===== config.mk =====
export PLATFORM = sky130hd
export DESIGN_NAME = ewp_log2
export DESIGN_NICKNAME = d
export VERILOG_FILES = /design/src/hw/rtl/ewp_pkg.sv /design/src/hw/rtl/ewp_log2.sv
export SDC_FILE = /design/constraint.sdc
export NUM_CORES = 2
export LEC_CHECK = 0
export BUFFER_PORTS_ARGS = -buffer_cell sky130_fd_sc_hd__buf_2
export CAP_MARGIN = 20
export CORE_ASPECT_RATIO = 0.9
export CORE_MARGIN = 5
export CORE_UTILIZATION = 65
export DETAILED_ROUTE_END_ITERATION = 8
export PLACE_DENSITY = 0.92
export SLEW_MARGIN = 20
export SYNTH_ARGS = -nofsm -noshare
export SYNTH_HDL_FRONTEND = slang
export SYNTH_SLANG_ARGS = --single-unit

===== constraint.sdc =====
create_clock -name clk_i -period 11.69 [get_ports clk_i]
set_clock_uncertainty 0.05 [all_clocks]
set_input_delay 2.338 -clock clk_i [delete_from_list [all_inputs] [get_ports clk_i]]
set_output_delay 2.338 -clock clk_i [all_outputs]
set_load 0.01 [all_outputs]

===== src/hw/rtl/ewp_pkg.sv =====
// ----------------------------------------------------------------------------
// ewp_pkg : shared types and constants of the gaze-weighted PSNR unit
// Holds the sequencer states, request codes, the exp factor constants and
// the request structure passed to the Gaussian weight pipeline.
// ----------------------------------------------------------------------------
package ewp_pkg;

  typedef enum logic [1:0] {
    MODE_CLEAR = 2'd0,
    MODE_GAZE  = 2'd1,
    MODE_PIXEL = 2'd2,
    MODE_NONE  = 2'd3
  } ewp_mode_e;

  typedef enum logic [3:0] {
    ST_IDLE,
    ST_ISSUE,
    ST_DRAIN,
    ST_MUL,
    ST_ACC,
    ST_CHECK,
    ST_LOGW_GO,
    ST_LOGW_WAIT,
    ST_LOGE_GO,
    ST_LOGE_WAIT,
    ST_SCALE,
    ST_OUT
  } ewp_state_e;

  typedef enum logic [1:0] {
    LG_IDLE,
    LG_NORM,
    LG_SQR
  } ewp_log_state_e;

  // Request into the Gaussian weight pipeline.
  typedef struct packed {
    logic               valid;
    logic [12:0]        col;
    logic [12:0]        row;
    logic signed [15:0] gx;
    logic signed [15:0] gy;
  } ewp_gauss_req_t;

  localparam int EXP_BITS = 13;

  // exp(-2^i/64) in Q30 for each bit of the table index.
  localparam logic [63:0] EXP_POW_Q30 [EXP_BITS] = '{
    64'd1057095000, 64'd1040706263, 64'd1008687094, 64'd947573834, 64'd836230973,
    64'd651257337, 64'd395007542, 64'd145315153, 64'd19666267, 64'd360200, 64'd121,
    64'd0, 64'd0
  };

  localparam logic [17:0] TEN_OVER_LOG2_10_Q16 = 18'd197283;
  localparam logic [15:0] PEAK_SQ              = 16'd65025;
  localparam logic [47:0] WSUM_MAX             = {48{1'b1}};
  localparam logic [13:0] WIDTH_RESET          = 14'd1920;
  localparam logic [13:0] WIDTH_MAX            = 14'd8192;

endpackage


===== src/hw/rtl/ewp_log2.sv =====
// ----------------------------------------------------------------------------
// ewp_log2 : iterative base-two logarithm in Q16
// Normalises one bit a cycle, then finds sixteen fraction bits by squaring.
// ----------------------------------------------------------------------------
module ewp_log2 (
  input  logic        clk_i,
  input  logic        rst_ni,
  input  logic        start_i,
  input  logic [63:0] x_i,
  output logic        done_o,
  output logic [21:0] result_o
);
  import ewp_pkg::*;

  ewp_log_state_e state_q, state_d;
  logic [63:0]    x_q;
  logic [5:0]     msb_q;
  logic [31:0]    m_q;
  logic [3:0]     bit_q;
  logic [15:0]    frac_q;
  logic           done_q;
  logic [63:0]    sq;

  assign sq = {32'd0, m_q} * {32'd0, m_q};

  always_ff @(posedge clk_i or negedge rst_ni) begin
    if (!rst_ni) begin
      state_q <= LG_IDLE;
      done_q  <= 1'b0;
    end else begin
      state_q <= state_d;
      done_q  <= (state_q == LG_SQR) && (bit_q == 4'd0);
    end
  end

  always_comb begin
    state_d = state_q;
    unique case (state_q)
      LG_IDLE: if (start_i) state_d = LG_NORM;
      LG_NORM: if (x_q[63] || msb_q == 6'd0) state_d = LG_SQR;
      LG_SQR:  if (bit_q == 4'd0) state_d = LG_IDLE;
      default: state_d = LG_IDLE;
    endcase
  end

  always_ff @(posedge clk_i) begin
    case (state_q)
      LG_IDLE: begin
        x_q    <= x_i;
        msb_q  <= 6'd63;
        bit_q  <= 4'd15;
        frac_q <= '0;
      end
      LG_NORM: begin
        if (!x_q[63] && msb_q != 6'd0) begin
          x_q   <= {x_q[62:0], 1'b0};
          msb_q <= msb_q - 6'd1;
        end
        m_q <= x_q[63:32];
      end
      LG_SQR: begin
        if (sq[63]) begin
          m_q            <= sq[63:32];
          frac_q[bit_q]  <= 1'b1;
        end else begin
          m_q <= sq[62:31];
        end
        bit_q <= bit_q - 4'd1;
      end
      default: ;
    endcase
  end

  assign done_o   = done_q;
  assign result_o = {msb_q, frac_q};

endmodule


# Yosys cells after proc, flatten, opt, wreduce, memory -nomap -nowiden
# Cells that the tools add are included.
totals:
  register_bits: 125
  in_bits: 67
  output_inout_bits: 23
  elab_cells: 50
classes:
  n_addsub: 2
  mul: 1
  n_lt_le_gt_ge: 2
  n_eq_ne: 7
  mux: 15
  bitwise: 1
  reduce_logical: 15
ops:
  columns: ["cell", "count"]
  rows:
  - ["one-hot mux 64 bit (2 select lines)", 1]
  - ["multiplier 32 x 32 -> 64 bit", 1]
  - ["two-way mux 64 bit", 1]
  - ["one-hot mux 32 bit (2 select lines)", 1]
  - ["two-way mux 32 bit", 1]
  - ["one-hot mux 16 bit (2 select lines)", 1]
  - ["two-way mux 16 bit", 1]
  - ["OR 16 bit", 1]
  - ["one-hot mux 6 bit (2 select lines)", 1]
  - ["!= test 2 bit, second input constant", 4]
  - ["one-hot mux 4 bit (2 select lines)", 1]
  - ["logical NOT 6 bit", 1]
  - ["two-way mux 2 bit", 3]
  - ["two-way mux 6 bit", 1]
  - ["one-hot mux 2 bit (3 select lines)", 1]
  - ["nonzero test 2 bit", 3]
  - ["nonzero test 6 bit", 1]
  - ["subtractor 6 x 1 -> 6 bit, second input constant", 1]
  - ["less-than comparator 4 x 5 -> 1 bit, second input constant", 1]
  - ["demux 1 bit (select 4 bit)", 1]
  - ["greater-or-equal comparator 4 x 1 -> 1 bit, second input constant", 1]
  - ["logical NOT 4 bit", 1]
  - ["AND reduction 2 bit", 2]
  - ["subtractor 4 x 1 -> 4 bit, second input constant", 1]
  - ["9 further kinds", 11]

# Depth between registers and ports, before layout
logic_depth:
  depth_word: 7
  ltp_mapped: 32
  depth_no_buf: 27

# Worst setup path before layout
# No wires, ideal clock.
synth_timing:
  path_type: "register to register"
  startpoint: "register m_q[14]"
  endpoint: "register frac_q[0] (enable)"
  setup_time_ps: 319
  arrival_ps: 7815
  required_time_ps: 11321
  slack_ps: 3506
  stages_incl_launch_ff: 28
  n_path_buf: 3
  synth_period_minus_slack_ps: 8184
  path_cell_list: "edfxtp_1 -> clkbuf_1 -> clkbuf_1 -> nand2_1 -> fa_1 -> inv_1 -> fa_1 -> inv_1 -> fa_1 -> fa_1 -> inv_1 -> fa_1 -> inv_1 -> fa_1 -> inv_1 -> fa_1 -> fa_1 -> ha_1 -> nand4_1 -> nor3_1 -> o2111ai_1 -> a311oi_1 -> nor3_1 -> a21o_1 -> a311oi_2 -> buf_2 -> nand2_1 -> and2_1"
synth_via:
  elab_chain_cells: 3
synth_lines:
  columns: ["item", "line", "source"]
  rows:
  - ["from (decl)", "ewp_log2.sv:18", "logic [31:0] m_q;"]
  - ["from (signal assigned)", "ewp_log2.sv:59", "m_q <= x_q[63:32];"]
  - ["from (signal assigned)", "ewp_log2.sv:63", "m_q <= sq[63:32];"]
  - ["from (signal assigned)", "ewp_log2.sv:66", "m_q <= sq[62:31];"]
  - ["multiplier 32 x 32 -> 64 bit", "ewp_log2.sv:24", "assign sq = {32'd0, m_q} * {32'd0, m_q};"]
  - ["!= test 2 bit (no source line)", null, null]
  - ["AND reduction 2 bit (no source line)", null, null]
  - ["to (signal assigned)", "ewp_log2.sv:52", "frac_q <= '0;"]
  - ["to (signal, indexed assignment)", "ewp_log2.sv:64", "frac_q[bit_q] <= 1'b1;"]
  - ["to (decl)", "ewp_log2.sv:20", "logic [15:0] frac_q;"]
# No other way between the ends.
# A chain may end at the register's enable or synchronous reset.

# Worst setup path in the final report
layout_timing:
  startpoint: "register m_q[29]"
  endpoint: "register m_q[30], data pin"
layout_via:
  elab_chain_cells: 3
layout_lines:
  columns: ["item", "line", "source"]
  rows:
  - ["multiplier 32 x 32 -> 64 bit", "ewp_log2.sv:24", null]
  - ["two-way mux 32 bit", "ewp_log2.sv:62", "if (sq[63]) begin"]
  - ["one-hot mux 32 bit (2 select lines)", "ewp_log2.sv:47", "case (state_q)"]
# No other way between the ends.

==> results.toml <==
[critical_path]
crit_family = "adder cells"
cp_data_arrival_time_ps = 10440
ff2ff_path_depth = 24
regToRegStartpoint = "m_q[29]"
path_max_fanout = 24
worstSetupStartpointType = "register"
cpPeakStageDelay_ps = 1170
slowest_stage = "edfxtp_1"
critPathKind = "reg2reg"
crit_chain = "inv_1 -> nor2_1 -> fa_1 -> inv_1 -> fa_1 -> inv_1 -> fa_1 -> inv_1 -> fa_1 -> inv_1 -> fa_1 -> fa_1 -> fa_1 -> ha_1 -> ha_1 -> a21o_1 -> a31o_2 -> nor3_1 -> a211oi_1 -> a311oi_4 -> buf_4 -> o21ai_0 -> mux2i_1 -> a21oi_1"
worstPathRequired_ps = 11760
crit_buf_inv = 6
r2r_slack_ps = 1330
path_common_cell = "fa_1"
end_kind = "register"
r2r-end = "m_q[30]"

[clock_network]
cts-root-buf = "clkbuf_16"
cts_max_level = 4
clkTransAtPathRegs_ps = 70
cts_tree = "yes"
cts_made_buffers = 17
postCtsResizedCells = 0
clock_path_buffers = 2
insertion_delay_ps = 430
postCtsSetupBuffers = 0
cts.sinks = 125
ctsHoldBuffers = 0

[placed_design]
port_buffers = 89
place.detailed.hpwl_um = 74150
gp_congestion = 1.001
placed_cell_area_sq_um = 35980

[timing]
drv_slew = 0
period_minus_slack_ps = 10360
fmax_ghz = 0.09649
tightest_slew_ps = 1229
fin_setup_tns_ps = 0
rsz0062_at_grt = "no"
min_period_over_period_pct = 88.65
setup_viol = 0
slew_headroom_pct = 18.10
finalHoldViolations = 0

[status]
status = "completed"

[yosys]
yosys_warnings = 0
synth-edff-count = 122
synth_fp_nets = 4726
syn_area_per_cell_sq_um = 9.790
synthDistinctLibCells = 67
ys_ff_latch = 125
synth_ff_type = "edfxtp_1"
async_flop_share_pct = 2.400
syn_area_sq_um = 34890
ys_seq_area_share_pct = 10.71
synthCells = 3564

[global_routing]
grt-busiest-layer = "met2"
antenna_found_initial = 4
use_met2_pct = 55.48
globalRouteOverflowTotal = 0
grt_pass1_vias = 29457
met3_usage_pct = 8.305
grt_util_all_layers_pct = 33.15
grt_max_degree = 80
met1_usage_pct = 39.83
grt_pass1_wl_um = 152200

[min_path]
min_to = "x_q[15]"
holdCritPathClass = "reg2reg"
min_path_cells = 1
hold_start = "x_q[14]"

[floorplan]
die-height_um = 229.8
dieArea_sq_um = 58420
fp.dieW_um = 254.2
rows = 80
ioPinCount = 90
coreArea_sq_um = 53050
start_util_pct = 65.77

[layout]
area_delta_synth_final_pct = 4.773
layout.nets = 4728
drive_above_1_share_pct = 7.103
finalInstanceArea_sq_um = 36560

[drt]
vias = 26093
wirelength_um = 95650
wl_per_cell_um = 22.35
drt_iter0_drc = 2706
ant_nets = 0
drc = 0
viasPerCell = 6.098
drt-pass1-iter-count = 8

[flow_run]
drv_cap = 0
==> worst reg2reg max path, stage by stage, from the launching register on <==
cell	delay, ps
edfxtp_1	1170
inv_1	620
nor2_1	550
fa_1	260
inv_1	70
fa_1	560
inv_1	80
fa_1	560
inv_1	70
fa_1	490
inv_1	50
fa_1	560
fa_1	430
fa_1	450
ha_1	300
ha_1	390
a21o_1	250
a31o_2	240
nor3_1	710
a211oi_1	250
a311oi_4	930
buf_4	460
o21ai_0	190
mux2i_1	240
a21oi_1	160
==> synth_stat cells (all sizes together), types with 4 or more instances <==
master  count  area share, %
fa        791             45
a31o       10           0.25
xnor2      44            1.1
a31oi      18           0.32
a211oi      7           0.15
buf         7          0.097
a21boi      4          0.086
and4        4           0.11
o21a        9           0.19
ha        304             11
and2      232            4.2
a22oi       4          0.086
o21bai     12           0.26
nand3      14           0.20
a21oi     108            1.6
or2         8           0.14
nor2       87           0.94
clkbuf    137            1.5
nor3       13           0.19
nor2b      30           0.54
mux2       72            2.3
nand4      23           0.41
nand2     311            3.4
and3        7           0.13
mux2i      21           0.60
nor4        6           0.11
inv       986             11
xor2       35           0.88
a21o       36           0.77
o221ai      6           0.15
or3         6           0.14
o21ai      45           0.65
edfxtp    122             10
==> kinds of logic after synthesis <==
family,Yosys count,synth area share [%]
DFF,125,10.71
adders and majority gates,1095,56.28
and+or+nand+nor,751,10.62
xor gates and xnor gates,79,1.983
buffers and inverters,1132,12.20
muxes,93,2.926
AOI/OAI and AO/OA,289,5.275
==> worst max-delay path by stage <==
stage	from	slack, ps	cells after the start	endpoint
4_1_cts	m_q[11]	1780	27	m_q[30]
3_5_place_dp	m_q[11]	1880	27	m_q[30]
3_3_place_gp	m_q[11]	2270	26	m_q[21]
2_1_floorplan	m_q[14]	3510	27	frac_q[0]
5_1_grt	m_q[13]	1110	28	m_q[30]
6_report	m_q[29]	1330	24	m_q[30]
==> cell type report <==
cell class / count / area (sq um)
Sequential cell: 125 / 3739
Fill cell: 3451 / 16490
Tap cell: 697 / 872.1
Timing Repair Buffer: 127 / 730.7
Clock inverter: 10 / 125.1
Antenna cell: 6 / 15.01
Inverter: 988 / 3709
Multi-Input combinational cell: 2307 / 26930
Clock buffer: 19 / 432.9
==> layer usage <==
metal	vias up	wire [um]
met4	0	6712
met3	584	11450
met5	-	0
li1	10682	-
met1	12843	30760
met2	1984	46730
==> stage by stage <==
step	hold WS, ps	worst slack, ps	cells	util, %
2_1_floorplan	436.4	3506	3564	-
3_3_place_gp	469.3	2266	4244	67.83
6_report	501.0	1327	4279	68.91
5_1_grt	521.4	1106	4277	68.90
3_5_place_dp	486.1	1885	4244	67.83
4_1_cts	503.6	1784	4273	68.88
==> flip-flops by register name, indices dropped and copies added, names as in the netlist <==
register	flops
x_q	64
msb_q	6
state_q	2
m_q	32
frac_q	16
bit_q	4
done_o	1
==> layout by cell type, fill, tap and decap left out, types with 7 or more instances in the layout <==
cell type / count
fa_1: 791
a31o_2: 10
xor2_1: 35
mux2i_1: 21
nand4_1: 23
nand2_1: 310
or2_2: 8
inv_1: 986
xnor2_1: 44
mux2_2: 72
nand3_1: 14
buf_2: 89
nor3_1: 13
clkbuf_16: 17
and2_1: 232
edfxtp_1: 122
o21ai_0: 43
a31oi_1: 18
ha_1: 302
a211oi_1: 7
a21o_1: 36
nor2b_1: 30
o21a_1: 9
buf_4: 38
nor2_1: 87
o21bai_1: 12
a21oi_1: 107
Power is not shown: default switching activity piles up to over one toggle a cycle in this logic, so the estimate is an artifact.
